===== src/design/rtpg_pkg.sv =====
// ----------------------------------------------------------------------------
// rtpg_pkg
// Shared types, constants and note tables of the random tick pattern generator.
// ----------------------------------------------------------------------------
package rtpg_pkg;

   // Generator constants
   localparam logic [31:0] LCG_MUL = 32'd214013;
   localparam logic [31:0] LCG_INC = 32'd2531011;
   // Multiplier of the accent test used by the psych and flat styles
   localparam logic [41:0] ACC_MUL = 42'h057619F1;

   // Widths of the fields
   localparam int unsigned SEED_W = 32;
   localparam int unsigned DRAW_W = 15;
   localparam int unsigned VEL_W  = 8;
   localparam int unsigned NOTE_W = 5;
   localparam int unsigned MODE_W = 2;
   localparam int unsigned RSP_W  = 16;

   // Input transaction kinds
   localparam logic KIND_SEED = 1'b0;
   localparam logic KIND_TICK = 1'b1;

   // Generator styles
   localparam logic [MODE_W-1:0] MODE_PSYCH = 2'd0;
   localparam logic [MODE_W-1:0] MODE_FLAT  = 2'd1;
   localparam logic [MODE_W-1:0] MODE_GOA   = 2'd2;

   // Controller states
   typedef enum logic [2:0] {
      ST_IDLE,
      ST_DRAW1,
      ST_DRAW2,
      ST_DRAW3,
      ST_OUT
   } state_type;

   // Commands from the controller to the datapath
   typedef struct packed {
      logic load_seed;
      logic draw1;
      logic draw2;
      logic draw3;
      logic load_out;
   } cmd_type;

   typedef logic signed [NOTE_W-1:0] note_type;

   function automatic note_type psych_note(input logic [2:0] idx);
      note_type n;
      case (idx)
         3'd2:    n = -5'sd2;
         3'd3:    n = 5'sd3;
         3'd4:    n = 5'sd15;
         3'd5:    n = 5'sd10;
         3'd7:    n = 5'sd12;
         default: n = 5'sd0;
      endcase
      return n;
   endfunction

   function automatic note_type flat_note(input logic [2:0] idx);
      note_type n;
      case (idx)
         3'd1:    n = -5'sd12;
         3'd3:    n = 5'sd13;
         3'd7:    n = 5'sd12;
         default: n = 5'sd0;
      endcase
      return n;
   endfunction

   function automatic note_type goa_plain_note(input logic [2:0] idx);
      note_type n;
      case (idx)
         3'd1:    n = -5'sd12;
         3'd3:    n = 5'sd1;
         3'd4:    n = 5'sd3;
         3'd5:    n = 5'sd7;
         3'd6:    n = 5'sd12;
         3'd7:    n = 5'sd13;
         default: n = 5'sd0;
      endcase
      return n;
   endfunction

   function automatic note_type goa_accent_note(input logic [2:0] idx);
      note_type n;
      case (idx)
         3'd1:    n = -5'sd12;
         3'd2:    n = -5'sd2;
         3'd4:    n = 5'sd3;
         3'd5:    n = -5'sd14;
         3'd6:    n = 5'sd1;
         default: n = 5'sd0;
      endcase
      return n;
   endfunction

endpackage


===== src/design/rtpg_ctrl.sv =====
// ----------------------------------------------------------------------------
// rtpg_ctrl
// Sequencer of the generator: accepts transactions, steps the three draws
// of a tick and owns the valid flag of the result register.
// ----------------------------------------------------------------------------
module rtpg_ctrl
   import rtpg_pkg::*;
(
   input  logic    clock,
   input  logic    reset,
   input  logic    req_tvalid,
   output logic    req_tready,
   input  logic    req_kind,
   output logic    rsp_tvalid,
   input  logic    rsp_tready,
   output cmd_type cmd
);

   state_type state_ff, state_in;
   logic      rsp_valid_ff, rsp_valid_in;
   logic      out_free;
   logic      accept;

   assign out_free   = !rsp_valid_ff || rsp_tready;
   assign rsp_tvalid = rsp_valid_ff;
   assign accept     = req_tvalid && req_tready;

   // State and result-valid registers
   always_ff @(posedge clock) begin
      if (reset) begin
         state_ff     <= ST_IDLE;
         rsp_valid_ff <= 1'b0;
      end else begin
         state_ff     <= state_in;
         rsp_valid_ff <= rsp_valid_in;
      end
   end

   // Next state and commands
   always_comb begin
      state_in      = state_ff;
      req_tready    = 1'b0;
      cmd           = '0;
      rsp_valid_in  = rsp_valid_ff && !rsp_tready;
      case (state_ff)
         ST_IDLE: begin
            req_tready = 1'b1;
         end
         ST_DRAW1: begin
            cmd.draw1 = 1'b1;
            state_in  = ST_DRAW2;
         end
         ST_DRAW2: begin
            cmd.draw2 = 1'b1;
            state_in  = ST_DRAW3;
         end
         ST_DRAW3: begin
            cmd.draw3 = 1'b1;
            state_in  = ST_OUT;
         end
         ST_OUT: begin
            // result goes out once the output register is free
            if (out_free) begin
               cmd.load_out = 1'b1;
               rsp_valid_in = 1'b1;
               req_tready   = 1'b1;
               state_in     = ST_IDLE;
            end
         end
         default: begin
            state_in = ST_IDLE;
         end
      endcase
      // a new transaction starts in the idle state or beside the result load
      if (req_tvalid && req_tready) begin
         if (req_kind == KIND_TICK) begin
            state_in = ST_DRAW1;
         end else begin
            cmd.load_seed = 1'b1;
         end
      end
   end

   // Assertions
   a_no_ready_while_drawing: assert property (@(posedge clock) disable iff (reset)
      (state_ff == ST_DRAW1 || state_ff == ST_DRAW2 || state_ff == ST_DRAW3)
         |-> !req_tready)
      else $error("input ready while a tick is being drawn");

   a_tick_starts_draw: assert property (@(posedge clock) disable iff (reset)
      (accept && req_kind == KIND_TICK) |=> state_ff == ST_DRAW1)
      else $error("accepted tick did not start the draw sequence");

   a_load_needs_room: assert property (@(posedge clock) disable iff (reset)
      cmd.load_out |-> out_free)
      else $error("result loaded over a pending result");

   a_valid_from_out: assert property (@(posedge clock) disable iff (reset)
      $rose(rsp_valid_ff) |-> $past(state_ff == ST_OUT))
      else $error("result valid raised outside the output state");

   a_one_command: assert property (@(posedge clock) disable iff (reset)
      $onehot0({cmd.draw1, cmd.draw2, cmd.draw3, cmd.load_out}))
      else $error("more than one datapath step in a cycle");

endmodule


===== src/design/rtpg_datapath.sv =====
// ----------------------------------------------------------------------------
// rtpg_datapath
// Generator state, the draw multiplier, the accent test and the note tables,
// plus the result register.
// ----------------------------------------------------------------------------
module rtpg_datapath
   import rtpg_pkg::*;
(
   input  logic              clock,
   input  logic              reset,
   input  cmd_type           cmd,
   input  logic [SEED_W-1:0] seed_value,
   input  logic [MODE_W-1:0] mode,
   output logic [VEL_W-1:0]  velocity,
   output logic              accent,
   output note_type          note
);

   logic [SEED_W-1:0] lcg_state_ff, lcg_state_in;
   logic [VEL_W-1:0]  vel_ff;
   logic [DRAW_W-1:0] d2_ff;
   logic [DRAW_W-1:0] d3_ff;
   logic              acc_ff, acc_in;
   logic [41:0]       acc_prod;
   logic [VEL_W-1:0]  out_vel_ff;
   logic              out_acc_ff;
   note_type          out_note_ff, note_in;
   logic              is_goa;

   assign is_goa = mode[1];

   // One generator step: multiply and add, wrapping at 32 bits
   assign lcg_state_in = lcg_state_ff * LCG_MUL + LCG_INC;

   // Accent test on the second draw
   assign acc_prod = {27'd0, d2_ff} * ACC_MUL;
   assign acc_in   = is_goa ? d2_ff[13] : (acc_prod[41] | acc_prod[31]);

   // Note lookup from the third draw
   always_comb begin
      if (is_goa) begin
         note_in = acc_ff ? goa_accent_note(d3_ff[2:0]) : goa_plain_note(d3_ff[2:0]);
      end else if (mode[0]) begin
         note_in = flat_note(d3_ff[14:12]);
      end else begin
         note_in = psych_note(d3_ff[14:12]);
      end
   end

   // Generator state
   always_ff @(posedge clock) begin
      if (reset) begin
         lcg_state_ff <= '0;
      end else if (cmd.load_seed) begin
         lcg_state_ff <= seed_value;
      end else if (cmd.draw1 || cmd.draw2 || cmd.draw3) begin
         lcg_state_ff <= lcg_state_in;
      end
   end

   // Draw registers
   always_ff @(posedge clock) begin
      if (cmd.draw1) begin
         vel_ff <= lcg_state_in[30:23];
      end
      if (cmd.draw2) begin
         d2_ff <= lcg_state_in[30:16];
      end
      if (cmd.draw3) begin
         d3_ff  <= lcg_state_in[30:16];
         acc_ff <= acc_in;
      end
   end

   // Result register
   always_ff @(posedge clock) begin
      if (cmd.load_out) begin
         out_vel_ff  <= vel_ff;
         out_acc_ff  <= acc_ff;
         out_note_ff <= note_in;
      end
   end

   assign velocity = out_vel_ff;
   assign accent   = out_acc_ff;
   assign note     = out_note_ff;

endmodule


===== src/design/random_tick_pattern_generator.sv =====
// ----------------------------------------------------------------------------
// random_tick_pattern_generator
// Random tick generator driven by a 32-bit linear congruential generator.
//
// Usage:
//   req channel: tuser is the kind (0 seed, 1 tick), tdata the seed value.
//   A seed transaction loads the generator state and returns nothing.
//   A tick transaction makes three draws and returns one rsp transaction
//   with velocity, accent and note offset.
//   csr port: register 0 at address 0 holds the style (0 psych, 1 flat,
//   2 or 3 goa); write it only while the block is idle.
// Sequence:
//   A tick runs its three draws in turn through the shared generator
//   multiplier, then fills the output register; the next transaction can be
//   taken beside that load, but never while a tick is drawing.
//   A seed loads the generator state on acceptance and the block stays idle.
// Reset clears the generator state to zero, the style to psych and the
//   result valid flag. If the receiver stalls, the finished result waits in
//   the output register; the next tick still runs its draws and then holds
//   until the register is taken.
// ----------------------------------------------------------------------------
module random_tick_pattern_generator
   import rtpg_pkg::*;
(
   input  logic        clock,
   input  logic        reset,
   // request channel
   input  logic        req_tvalid,
   output logic        req_tready,
   input  logic [31:0] req_tdata,   // [31:0] seed_value
   input  logic        req_tuser,   // [0] kind
   // result channel
   output logic        rsp_tvalid,
   input  logic        rsp_tready,
   output logic [15:0] rsp_tdata,   // [7:0] velocity, [8] accent, [13:9] note, [15:14] zero
   // configuration port
   input  logic        csr_psel,
   input  logic        csr_penable,
   input  logic        csr_pwrite,
   input  logic [2:0]  csr_paddr,
   input  logic [31:0] csr_pwdata,
   output logic [31:0] csr_prdata,
   output logic        csr_pready
);

   cmd_type           cmd;
   logic [MODE_W-1:0] mode_ff;
   logic [VEL_W-1:0]  velocity;
   logic              accent;
   note_type          note;
   logic              csr_write;

   // Configuration register
   assign csr_pready = 1'b1;
   assign csr_write  = csr_psel && csr_penable && csr_pwrite && csr_pready;

   always_ff @(posedge clock) begin
      if (reset) begin
         mode_ff <= MODE_PSYCH;
      end else if (csr_write && !csr_paddr[2]) begin
         mode_ff <= csr_pwdata[MODE_W-1:0];
      end
   end

   assign csr_prdata = csr_paddr[2] ? 32'd0 : {30'd0, mode_ff};

   rtpg_ctrl u_ctrl (
      .clock      (clock),
      .reset      (reset),
      .req_tvalid (req_tvalid),
      .req_tready (req_tready),
      .req_kind   (req_tuser),
      .rsp_tvalid (rsp_tvalid),
      .rsp_tready (rsp_tready),
      .cmd        (cmd)
   );

   rtpg_datapath u_datapath (
      .clock      (clock),
      .reset      (reset),
      .cmd        (cmd),
      .seed_value (req_tdata),
      .mode       (mode_ff),
      .velocity   (velocity),
      .accent     (accent),
      .note       (note)
   );

   assign rsp_tdata = {2'b00, note, accent, velocity};

endmodule


===== config.mk =====
export PLATFORM = sky130hd
export DESIGN_NAME = random_tick_pattern_generator
export DESIGN_NICKNAME = d
export VERILOG_FILES = /design/src/design/rtpg_pkg.sv /design/src/design/rtpg_ctrl.sv /design/src/design/rtpg_datapath.sv /design/src/design/random_tick_pattern_generator.sv
export SDC_FILE = /design/constraint.sdc
export NUM_CORES = 1
export LEC_CHECK = 0
export ABC_AREA = 1
export BUFFER_PORTS_ARGS = -buffer_cell sky130_fd_sc_hd__buf_2
export CAP_MARGIN = 20
export CELL_PAD_IN_SITES_DETAIL_PLACEMENT = 1
export CELL_PAD_IN_SITES_GLOBAL_PLACEMENT = 2
export CORE_MARGIN = 2
export CORE_UTILIZATION = 40
export DETAILED_ROUTE_END_ITERATION = 7
export GPL_ROUTABILITY_DRIVEN = 0
export PLACE_DENSITY_LB_ADDON = 0.2
export SYNTH_ARGS = -nofsm -noshare
export SYNTH_HDL_FRONTEND = slang
export SYNTH_SLANG_ARGS = --single-unit
export TNS_END_PERCENT = 20

===== constraint.sdc =====
create_clock -name clock -period 6.15 [get_ports clock]
set_clock_uncertainty 0.05 [all_clocks]
set_input_delay 0.3075 -clock clock [delete_from_list [all_inputs] [get_ports clock]]
set_output_delay 0.3075 -clock clock [all_outputs]
set_load 0.03 [all_outputs]

==> metrics.md, run 1 <==
| Metric | Value |
|---|---|
| Antenna fix cells | 0 |
| Type of origin of the critical path | flip-flop |
| Hold Path Depth | 3 |
| Global-route wire length before repair | between 70 and 80 mm |
| Status | finished clean |
| Die X-Extent | around 210 um |
| Largest net degree at the start of global routing | 33 |
| CORE AREA | 42130 um^2 |
| GRT Total Usage | 22.25% |
| Initial Util | 40.75% |
| Overall die area | between 40000 and 50000 um^2 |
| Synth Flop Type | edfxtp_1 |
| Worst-Skew Late Latency | 0.37 ns |
| I/O Pins | approximately 130 |
| DRT iter0 DRCs | about 330 |
| Clock buffer count from CTS | 9 |
| Period utilization | 95.02% |
| Vias after detailed routing | ~12000 |
| Worst Path Required | 6.39 ns |
| Hold Violations, Final | 0 |
| I/O Buffers | between 50 and 60 |
| Depth of the most critical reg-to-reg path | 17 |
| Routed WL per cell | ~19 um |
| Synth Warn # | 0 |
| Crit path max fanout | 9 |
| Post-CTS Hold Buffers | 0 |
| Hold_sp | req_tuser |
| Non-filler cells, final | 2525 |
| Avg Inst Size Synth | 9.074 um^2 |
| Fin Setup TNS | 0 ns |
| Crit path time final | 5.844 ns |
| Synth-to-layout area growth | 7.718% |
| MaxCap Viol Count | 0 |
| WL final | roughly 47 mm |
| Synth top area cells | fa_1, ha_1, inv_1 |
| Die Ht | 211.2 um |
| Clk root buf | clkbuf_16 |
| Ratio of cells with drive above 1 in the final layout | approximately 7% |
| Fin. max-slew vios | 0 |
| Grt ovf | 0 |
| HPWL Detailed | roughly 42 mm |
| Worst slew margin | 56.69% |
| Area of the mapped netlist | 17170 um^2 |
| # rows | 75 |
| Initial antenna violation count | 0 |
| CP endpoint kind | flip-flop |
| R2R setup slack | 0.31 ns |
| Nets@finish | approximately 2600 |
| H-tree levels | 3 |
| Clock Pin Slew Worst Setup and Hold Paths | approximately 0.070 ns |
| CP Class | flip-flop to flip-flop |
| # setup viols final | 0 |
| Clock Path Buffers | 2 |
| CTS sink count | 81 |
| Number of synthesized register bits | 81 |
| CTS tree | built |
| Yosys top cell by area | fa_1 |
| Hold EP | u_ctrl.state_ff[0] |
| Fraction of registers with async set/reset | 0% |
| Post-CTS Resized | 0 |
| Final ANT Viol Nets | 0 |
| Reg2Reg Capture Point | u_datapath.lcg_state_ff[18] |
| Seq/Total Area, Yosys | around an eighth |
| CP arrival | 6.09 ns |
| Max Fclk | 0.1711 GHz |
| Vias in the first global route | 13910 |
| Hold Path Class | input pin to flip-flop |
| Drc violations | 0 |
| RSZ-0062 raised after global routing | no |
| Worst slew pin tran | 0.6447 ns |
| Syn Inst Count | 1892 |
| Postcts setup bufs | 0 |
| Critical Path Start | u_datapath.lcg_state_ff[4] |
| Post-synth EDFFs | 44 |
| Pre-Repair DR Iteration Count | 4 |
| Top-area cell type share of the netlist area | 36.38% |
| Util after Layout | a little over two fifths |
| Fillers | 4918 |
| Via/cell ratio | 4.803 |
| Placed insts | 2508 |
| Netlist cell types | between 50 and 60 |
| Reg2reg start | u_datapath.lcg_state_ff[4] |
## worst max-delay path, cell delays in order, from the launching register on
cell	delay (ns)
dfxtp_1	0.52
fa_1	0.60
fa_1	0.48
fa_1	0.51
inv_1	0.05
fa_1	0.49
inv_1	0.05
fa_1	0.56
fa_1	0.45
ha_1	0.39
nand2_1	0.12
nor2_1	0.27
nand3_1	0.12
nand3_1	0.17
a21oi_1	0.10
xnor2_1	0.53
nand2_1	0.11
a21oi_1	0.16
## cell usage after synthesis, types with 5 or more instances
library cell  number
a21oi_1           80
a22o_1             6
a31oi_1            7
and2_1             8
buf_4             36
dfxtp_1           37
edfxtp_1          44
fa_1             312
ha_1             273
inv_1            579
nand2_1          225
nand3_1           49
nand4_1           11
nor2_1            82
nor3_1             9
o21a_1             5
o21ai_0           49
xor2_1            13
## cell families (layout without fill, tap and decap cells)
kind of cell	Yosys count	after routing	synth area share [%]
AO/OA/AOI/OAI	168	168	5.495
XOR/XNOR	19	19	1.057
adder cells (fa/ha/maj)	585	585	56.28
buffers and inverters	627	690	14.77
flip-flops	81	81	12.01
other	2	33	0.04374
AND/OR/NAND/NOR	410	410	10.34
## per-layer routing
layer  wire length [um]  share of wire [%]  vias up  GRT usage (%)
li1                   -                  -     5809              -
met1              20800                 44     6171          28.44
met2              24440                 52      106          41.16
met3                794                1.7       41          1.398
met4                836                1.8        0          5.027
met5                  0                  0        -              0
## state kept, by name, indices dropped and copies added (netlist names), 2 cells and up
signal / flops
mode_ff: 2
u_ctrl.state_ff: 3
u_datapath.d2_ff: 15
u_datapath.d3_ff: 6
u_datapath.lcg_state_ff: 31
u_datapath.note: 5
u_datapath.vel_ff: 8
u_datapath.velocity: 8
## through the flow
stage                     hold WS, ns  worst slack, ns  area (um^2)
final                          0.1516           0.3065        18490
after global routing           0.1540          0.02336        18490
after CTS                      0.1437           0.2945        18490
after detailed placement       0.3614           0.3068        18160
after global placement         0.3545           0.4246        18140
after floorplan                0.3269           0.8549        17280
## area by class of cell
type	count	area [um^2]	share of cell area, %
Multi-Input combinational cell	1215	12690	68.63
Clock buffer	10	250.2	1.353
Sequential cell	81	2062	11.15
Inverter	582	2190	11.84
Timing Repair Buffer	92	544.3	2.943
Tap cell	539	674.4	3.647
Clock inverter	6	81.33	0.4398
## placed cells by master (no fill, tap or decap), types with 2 or more instances in the layout
cell type	count
a21o_1	4
a21oi_1	80
a21oi_2	2
a22o_1	6
a31oi_1	7
and2_1	8
buf_2	59
buf_4	31
clkbuf_16	10
conb_1	33
dfxtp_1	37
edfxtp_1	44
fa_1	312
ha_1	273
inv_1	579
inv_6	4
nand2_1	225
nand2_2	4
nand3_1	49
nand3_2	2
nand3b_1	4
nand4_1	11
nor2_1	82
nor2_2	3
nor2_4	2
nor3_1	8
nor3_2	3
o211ai_1	4
o21a_1	5
o21ai_0	49
or2_2	4
xnor2_1	4
xor2_1	13
xor2_2	2
## worst max-delay path by stage
stage                                       end
floorplan                     u_datapath.acc_ff
finish              u_datapath.lcg_state_ff[18]
global route        u_datapath.lcg_state_ff[18]
global placement    u_datapath.lcg_state_ff[18]
detailed placement  u_datapath.lcg_state_ff[18]
CTS                 u_datapath.lcg_state_ff[18]
Power of run 1 is left out: the tool's default activity adds up to more than one toggle a clock period on the data nets, which glitch-free logic cannot reach.
==> run 2: changes to the inputs <==
--- a/config.mk
+++ b/config.mk
@@ -14,7 +14,8 @@
 export CORE_UTILIZATION = 40
 export DETAILED_ROUTE_END_ITERATION = 7
 export GPL_ROUTABILITY_DRIVEN = 0
-export PLACE_DENSITY_LB_ADDON = 0.2
+export PLACE_DENSITY = 0.83
+export SKIP_CTS_REPAIR_TIMING = 1
 export SYNTH_ARGS = -nofsm -noshare
 export SYNTH_HDL_FRONTEND = slang
 export SYNTH_SLANG_ARGS = --single-unit
==> metrics.md, run 2 (same netlist as run 1, synthesis figures left out) <==
| Metric | Value |
|---|---|
| H-tree levels | 3 (unchanged) |
| Antenna fix cells | 0 (unchanged) |
| Max Fclk | 0.1722 GHz (+0.62%) |
| Ratio of cells with drive above 1 in the final layout | 6.707% (-0.14 points) |
| Clock Pin Slew Worst Setup and Hold Paths | 0.07 ns (about the same) |
| Placed insts | 2503 (-0.20%) |
| Worst slew margin | 55.35% (-1.3 points) |
| Period utilization | 94.43% (-0.58 points) |
| Clock Path Buffers | 2 (unchanged) |
| Worst path cell trace | fa_1, inv_1, fa_1, fa_1, fa_1, inv_1, fa_1, inv_1, fa_1, inv_1, ha_1, nand2_1, nor2_1, nand3_1, nor3_1, nand2_1, nand3_1, nand3_1, nor2_1, nor2_1 |
| Die Ht | 211.2 um (unchanged) |
| Crit-path max cell delay | 0.55 ns (-0.05 ns) |
| Type of origin of the critical path | flip-flop |
| Initial Util | 40.75% (unchanged) |
| Worst Path Required | 6.21 ns (-0.18 ns) |
| Crit path max fanout | 3 (-6) |
| Hold Violations, Final | 0 (unchanged) |
| Synth-to-layout area growth | 7.572% |
| # setup viols final | 0 (unchanged) |
| Slowest-stage cell, CP | fa_1 |
| I/O Buffers | 59 (unchanged) |
| CTS sink count | 81 (unchanged) |
| Largest registers | u_datapath.lcg_state_ff x31, u_datapath.d2_ff x15 |
| CP endpoint kind | flip-flop |
| Status | finished clean |
| Overall die area | 44590 um^2 (unchanged) |
| Initial antenna violation count | 0 (unchanged) |
| I/O Pins | 126 (unchanged) |
| WL final | 47.51 mm (+1.4%) |
| Worst slew pin tran | 0.6688 ns (+0.02407 ns) |
| Worst-Skew Late Latency | 0.38 ns (about the same) |
| Fin. max-slew vios | 0 (unchanged) |
| Depth of the most critical reg-to-reg path | 20 (+3) |
| Final ANT Viol Nets | 0 (unchanged) |
| Routed WL per cell | 18.84 um (+1.5%) |
| GRT Total Usage | 22.45% (+0.20 points) |
| Max FFs per register | 31 (unchanged) |
| Non-filler cells, final | 2522 (-0.12%) |
| Drc violations | 0 (unchanged) |
| Final WS setup | 0.3424 ns (+0.03587 ns) |
| Most frequent cells in the layout | inv_1, fa_1, ha_1 |
| Hold Path Depth | 3 (unchanged) |
| Hold Path Class | input pin to flip-flop |
| Most Frequent Cell on Critical Path | fa_1 |
| # rows | 75 (unchanged) |
| Clock buffer count from CTS | 9 (unchanged) |
| Worst path depth | 20 (+3) |
| Cell family with most CP delay | adder cells |
| RSZ-0062 raised after global routing | no |
| CTS tree | built |
| Vias in the first global route | 14170 (+1.8%) |
| Fin Setup TNS | 0 ns (unchanged) |
| Commonest non-fill, non-tap cell in the layout | inv_1 |
| Vias after detailed routing | 12280 (+1.3%) |
| Via/cell ratio | 4.870 (+1.4%) |
| Largest net degree at the start of global routing | 33 (unchanged) |
| DRT iter0 DRCs | 413 (+26%) |
| Nets@finish | 2638 (-0.11%) |
| Crit path time final | 5.808 ns (-0.03587 ns) |
| CP arrival | 5.87 ns (-0.22 ns) |
| Top reg by flops | u_datapath.lcg_state_ff |
| Pre-CTS setup slack | 0.3460 ns (+0.03917 ns) |
| Buf+Inv Stages, Crit Path | 4 (+2) |
| Pre-Repair DR Iteration Count | 5 (+1) |
| CORE AREA | 42130 um^2 (unchanged) |
| HPWL Detailed | 42.27 mm (-0.49%) |
| Grt ovf | 0 (unchanged) |
| MaxCap Viol Count | 0 (unchanged) |
| Clk root buf | clkbuf_16 |
| CP Class | flip-flop to flip-flop |
| Global-route wire length before repair | 75.49 mm (+0.34%) |
| Die X-Extent | 211.2 um (unchanged) |
## run 2: cell count changes in the layout (fill, tap and decap cells not counted), sizes merged
cell	before	now
buf	91	88
bufinv	1	2
clkinvlp	0	1
clkbuf	11	10
inv	584	585
clkinv	3	1
## run 2: worst paths after layout
| kind | from | endpoint | slack [ns] |
|---|---|---|---|
| max | u_datapath.d2_ff[12] | u_datapath.acc_ff | 0.34 |
| min | req_tuser | u_ctrl.state_ff[0] | 0.16 |
| max reg2reg | u_datapath.d2_ff[12] | u_datapath.acc_ff | 0.34 |
| min reg2reg | u_datapath.vel_ff[4] | u_datapath.velocity[4] | 0.38 |
## run 2: cell type report
type,count,area [um^2]
well taps,539,674.4
flip-flops and latches,81,2062
inverters,582,2190
multi-input cells,1215,12690
clock inverters,7,107.6
clock buffers,9,225.2
fillers,4969,23670
repair buffers,89,518.0
## run 2: through the flow
step	hold slack (ns)	util (%)	instance area (um^2)
floorplan	0.3269	-	17280
CTS	0.1611	43.78	18450
global route	0.1909	43.83	18470
finish	0.1582	43.83	18470
global placement	0.3548	42.99	18110
detailed placement	0.3619	42.99	18110
## run 2: layer usage
layer	part of all wire (%)	up-vias	global-route usage (%)	wire length, um
met5	0	-	0	0
met4	3.7	0	8.766	1751
met3	2.7	70	2.037	1272
met2	52	164	41.75	24870
met1	41	6233	26.65	19620
li1	-	5814	-	-
## run 2: worst register-to-register path: cells and delay by family, from the launching register on
kind | cells | cell delay, ns
and+or+nand+nor | 9 | 1.32
adders and majority gates | 7 | 3.41
buffers and inverters | 4 | 0.36
DFF | 1 | 0.42
Power of run 2 is left out for the same reason.
==> run 3: changes to the inputs <==
--- a/config.mk
+++ b/config.mk
@@ -10,7 +10,6 @@
 export CAP_MARGIN = 20
 export CELL_PAD_IN_SITES_DETAIL_PLACEMENT = 1
 export CELL_PAD_IN_SITES_GLOBAL_PLACEMENT = 2
-export CORE_MARGIN = 2
 export CORE_UTILIZATION = 40
 export DETAILED_ROUTE_END_ITERATION = 7
 export GPL_ROUTABILITY_DRIVEN = 0
==> metrics.md, run 3 (same netlist as run 1, synthesis figures left out) <==
| Metric | Value |
|---|---|
| Status | finished clean |
| Die X-Extent | 209.2 um (-0.95%) |
| Clk root buf | clkbuf_16 |
| Worst slew margin | 57.28% (+1.9 points) |
| Overall die area | 43750 um^2 (-1.9%) |
| WL final | 46.83 mm (-1.4%) |
| Worst-Skew Late Latency | 0.37 ns (about the same) |
| H-tree levels | 3 (unchanged) |
| CP Class | flip-flop to flip-flop |
| CP arrival | 5.86 ns (about the same) |
| Ratio of cells with drive above 1 in the final layout | 6.757% (+0.050 points) |
| Clock buffer count from CTS | 9 (unchanged) |
| HPWL Detailed | 41.81 mm (-1.1%) |
| MaxCap Viol Count | 0 (unchanged) |
| Initial antenna violation count | 0 (unchanged) |
| Cell area after layout | 18480 um^2 (about the same) |
| Synth-to-layout area growth | 7.645% (about the same) |
| Die Ht | 209.2 um (-0.95%) |
| I/O Pins | 126 (unchanged) |
| Antenna fix cells | 0 (unchanged) |
| Worst slew pin tran | 0.6399 ns (-0.02889 ns) |
| Largest registers | u_datapath.lcg_state_ff x31, u_datapath.d2_ff x15 |
| Initial Util | 40.75% (unchanged) |
| Vias after detailed routing | 12240 (-0.37%) |
| Most frequent cells in the layout | inv_1, fa_1, ha_1 |
| CORE AREA | 42130 um^2 (unchanged) |
| Crit path max fanout | 3 (unchanged) |
| Drc violations | 0 (unchanged) |
| Area after DPL | 18110 um^2 (unchanged) |
| Via/cell ratio | 4.851 (-0.37%) |
| Hold Path Class | input pin to flip-flop |
| Max FFs per register | 31 (unchanged) |
| Period utilization | 94.52% (about the same) |
| Fin Setup TNS | 0 ns (unchanged) |
| Fin. max-slew vios | 0 (unchanged) |
| Hold Violations, Final | 0 (unchanged) |
| GRT Total Usage | 22.80% (+0.34 points) |
| CP endpoint kind | flip-flop |
| Crit path time final | 5.813 ns (+0.005635 ns) |
| Largest net degree at the start of global routing | 33 (unchanged) |
| Final ANT Viol Nets | 0 (unchanged) |
| Vias in the first global route | 14120 (-0.32%) |
| Max Fclk | 0.1720 GHz (about the same) |
| CTS sink count | 81 (unchanged) |
| Nets@finish | 2638 (unchanged) |
| # rows | 75 (unchanged) |
| Clock Path Buffers | 2 (unchanged) |
| Global-route wire length before repair | 76.12 mm (+0.84%) |
| Commonest non-fill, non-tap cell in the layout | inv_1 |
| Top reg by flops | u_datapath.lcg_state_ff |
| Grt ovf | 0 (unchanged) |
| DRT iter0 DRCs | 453 (+9.7%) |
| Clock Pin Slew Worst Setup and Hold Paths | 0.07 ns (about the same) |
| CTS tree | built |
| # setup viols final | 0 (unchanged) |
| Type of origin of the critical path | flip-flop |
| I/O Buffers | 59 (unchanged) |
| RSZ-0062 raised after global routing | no |
| Pre-Repair DR Iteration Count | 5 (unchanged) |
| Worst Path Required | 6.20 ns (about the same) |
| Util after Layout | 43.86% (about the same) |
| Routed WL per cell | 18.57 um (-1.4%) |
[run 3: cell count changes in the layout (fill, tap and decap cells not counted)]
cell and delta:
inv_8 -1, xor2_2 +1, buf_4 -1, buf_6 +1, clkinvlp_4 -1, clkinv_4 +1, xor2_1 -1, buf_2 -1
clkbuf_4 +1, inv_6 +1
[run 3: final timing paths]
kind | start | to | slack, ns | cells past startpoint
setup / recovery | u_datapath.d2_ff[12] | u_datapath.acc_ff | 0.34 | 20
hold / removal | req_tuser | u_ctrl.state_ff[0] | 0.16 | 3
setup reg to reg | u_datapath.d2_ff[12] | u_datapath.acc_ff | 0.34 | 20
hold reg to reg | u_datapath.vel_ff[5] | u_datapath.velocity[5] | 0.37 | 0
[run 3: area by class of cell]
type,count,area [um^2]
clock buffers,9,225.2
clock inverters,7,106.4
fillers,4957,23650
inverters,582,2190
multi-input cells,1215,12700
flip-flops and latches,81,2062
well taps,539,674.4
repair buffers,89,524.3
[run 3: worst max-delay path, stage by stage, from the launching register on]
cell and delay [ns]:
edfxtp_1 0.43, fa_1 0.50, inv_1 0.20, fa_1 0.49, fa_1 0.53, fa_1 0.56, inv_1 0.08, fa_1 0.54
inv_1 0.07, fa_1 0.50, inv_1 0.05, ha_1 0.29, nand2_1 0.08, nor2_1 0.19, nand3_1 0.11, nor3_1 0.18
nand2_1 0.10, nand3_1 0.08, nand3_1 0.08, nor2_1 0.36, nor2_1 0.09
[run 3: metal layers]
metal  wire length, um  part of all wire [%]  vias up  track usage, %
met2             24980                    53      129           42.54
met4              1267                   2.7        0           6.694
li1                  -                     -     5813               -
met1             19740                    42     6247           28.05
met3               833                   1.8       46           1.503
met5                 0                     0        -               0
[run 3: per-stage QoR]
| step | hold slack, ns | instances | worst slack (ns) |
|---|---|---|---|
| 2_1_floorplan | 0.3269 | 1923 | 0.8549 |
| 3_3_place_gp | 0.3567 | 2503 | 0.4590 |
| 3_5_place_dp | 0.3588 | 2503 | 0.3244 |
| 4_1_cts | 0.1562 | 2519 | 0.3183 |
| 5_1_grt | 0.1692 | 2522 | 0.06837 |
| 6_report | 0.1579 | 2522 | 0.3367 |
Power of run 3 is left out for the same reason.
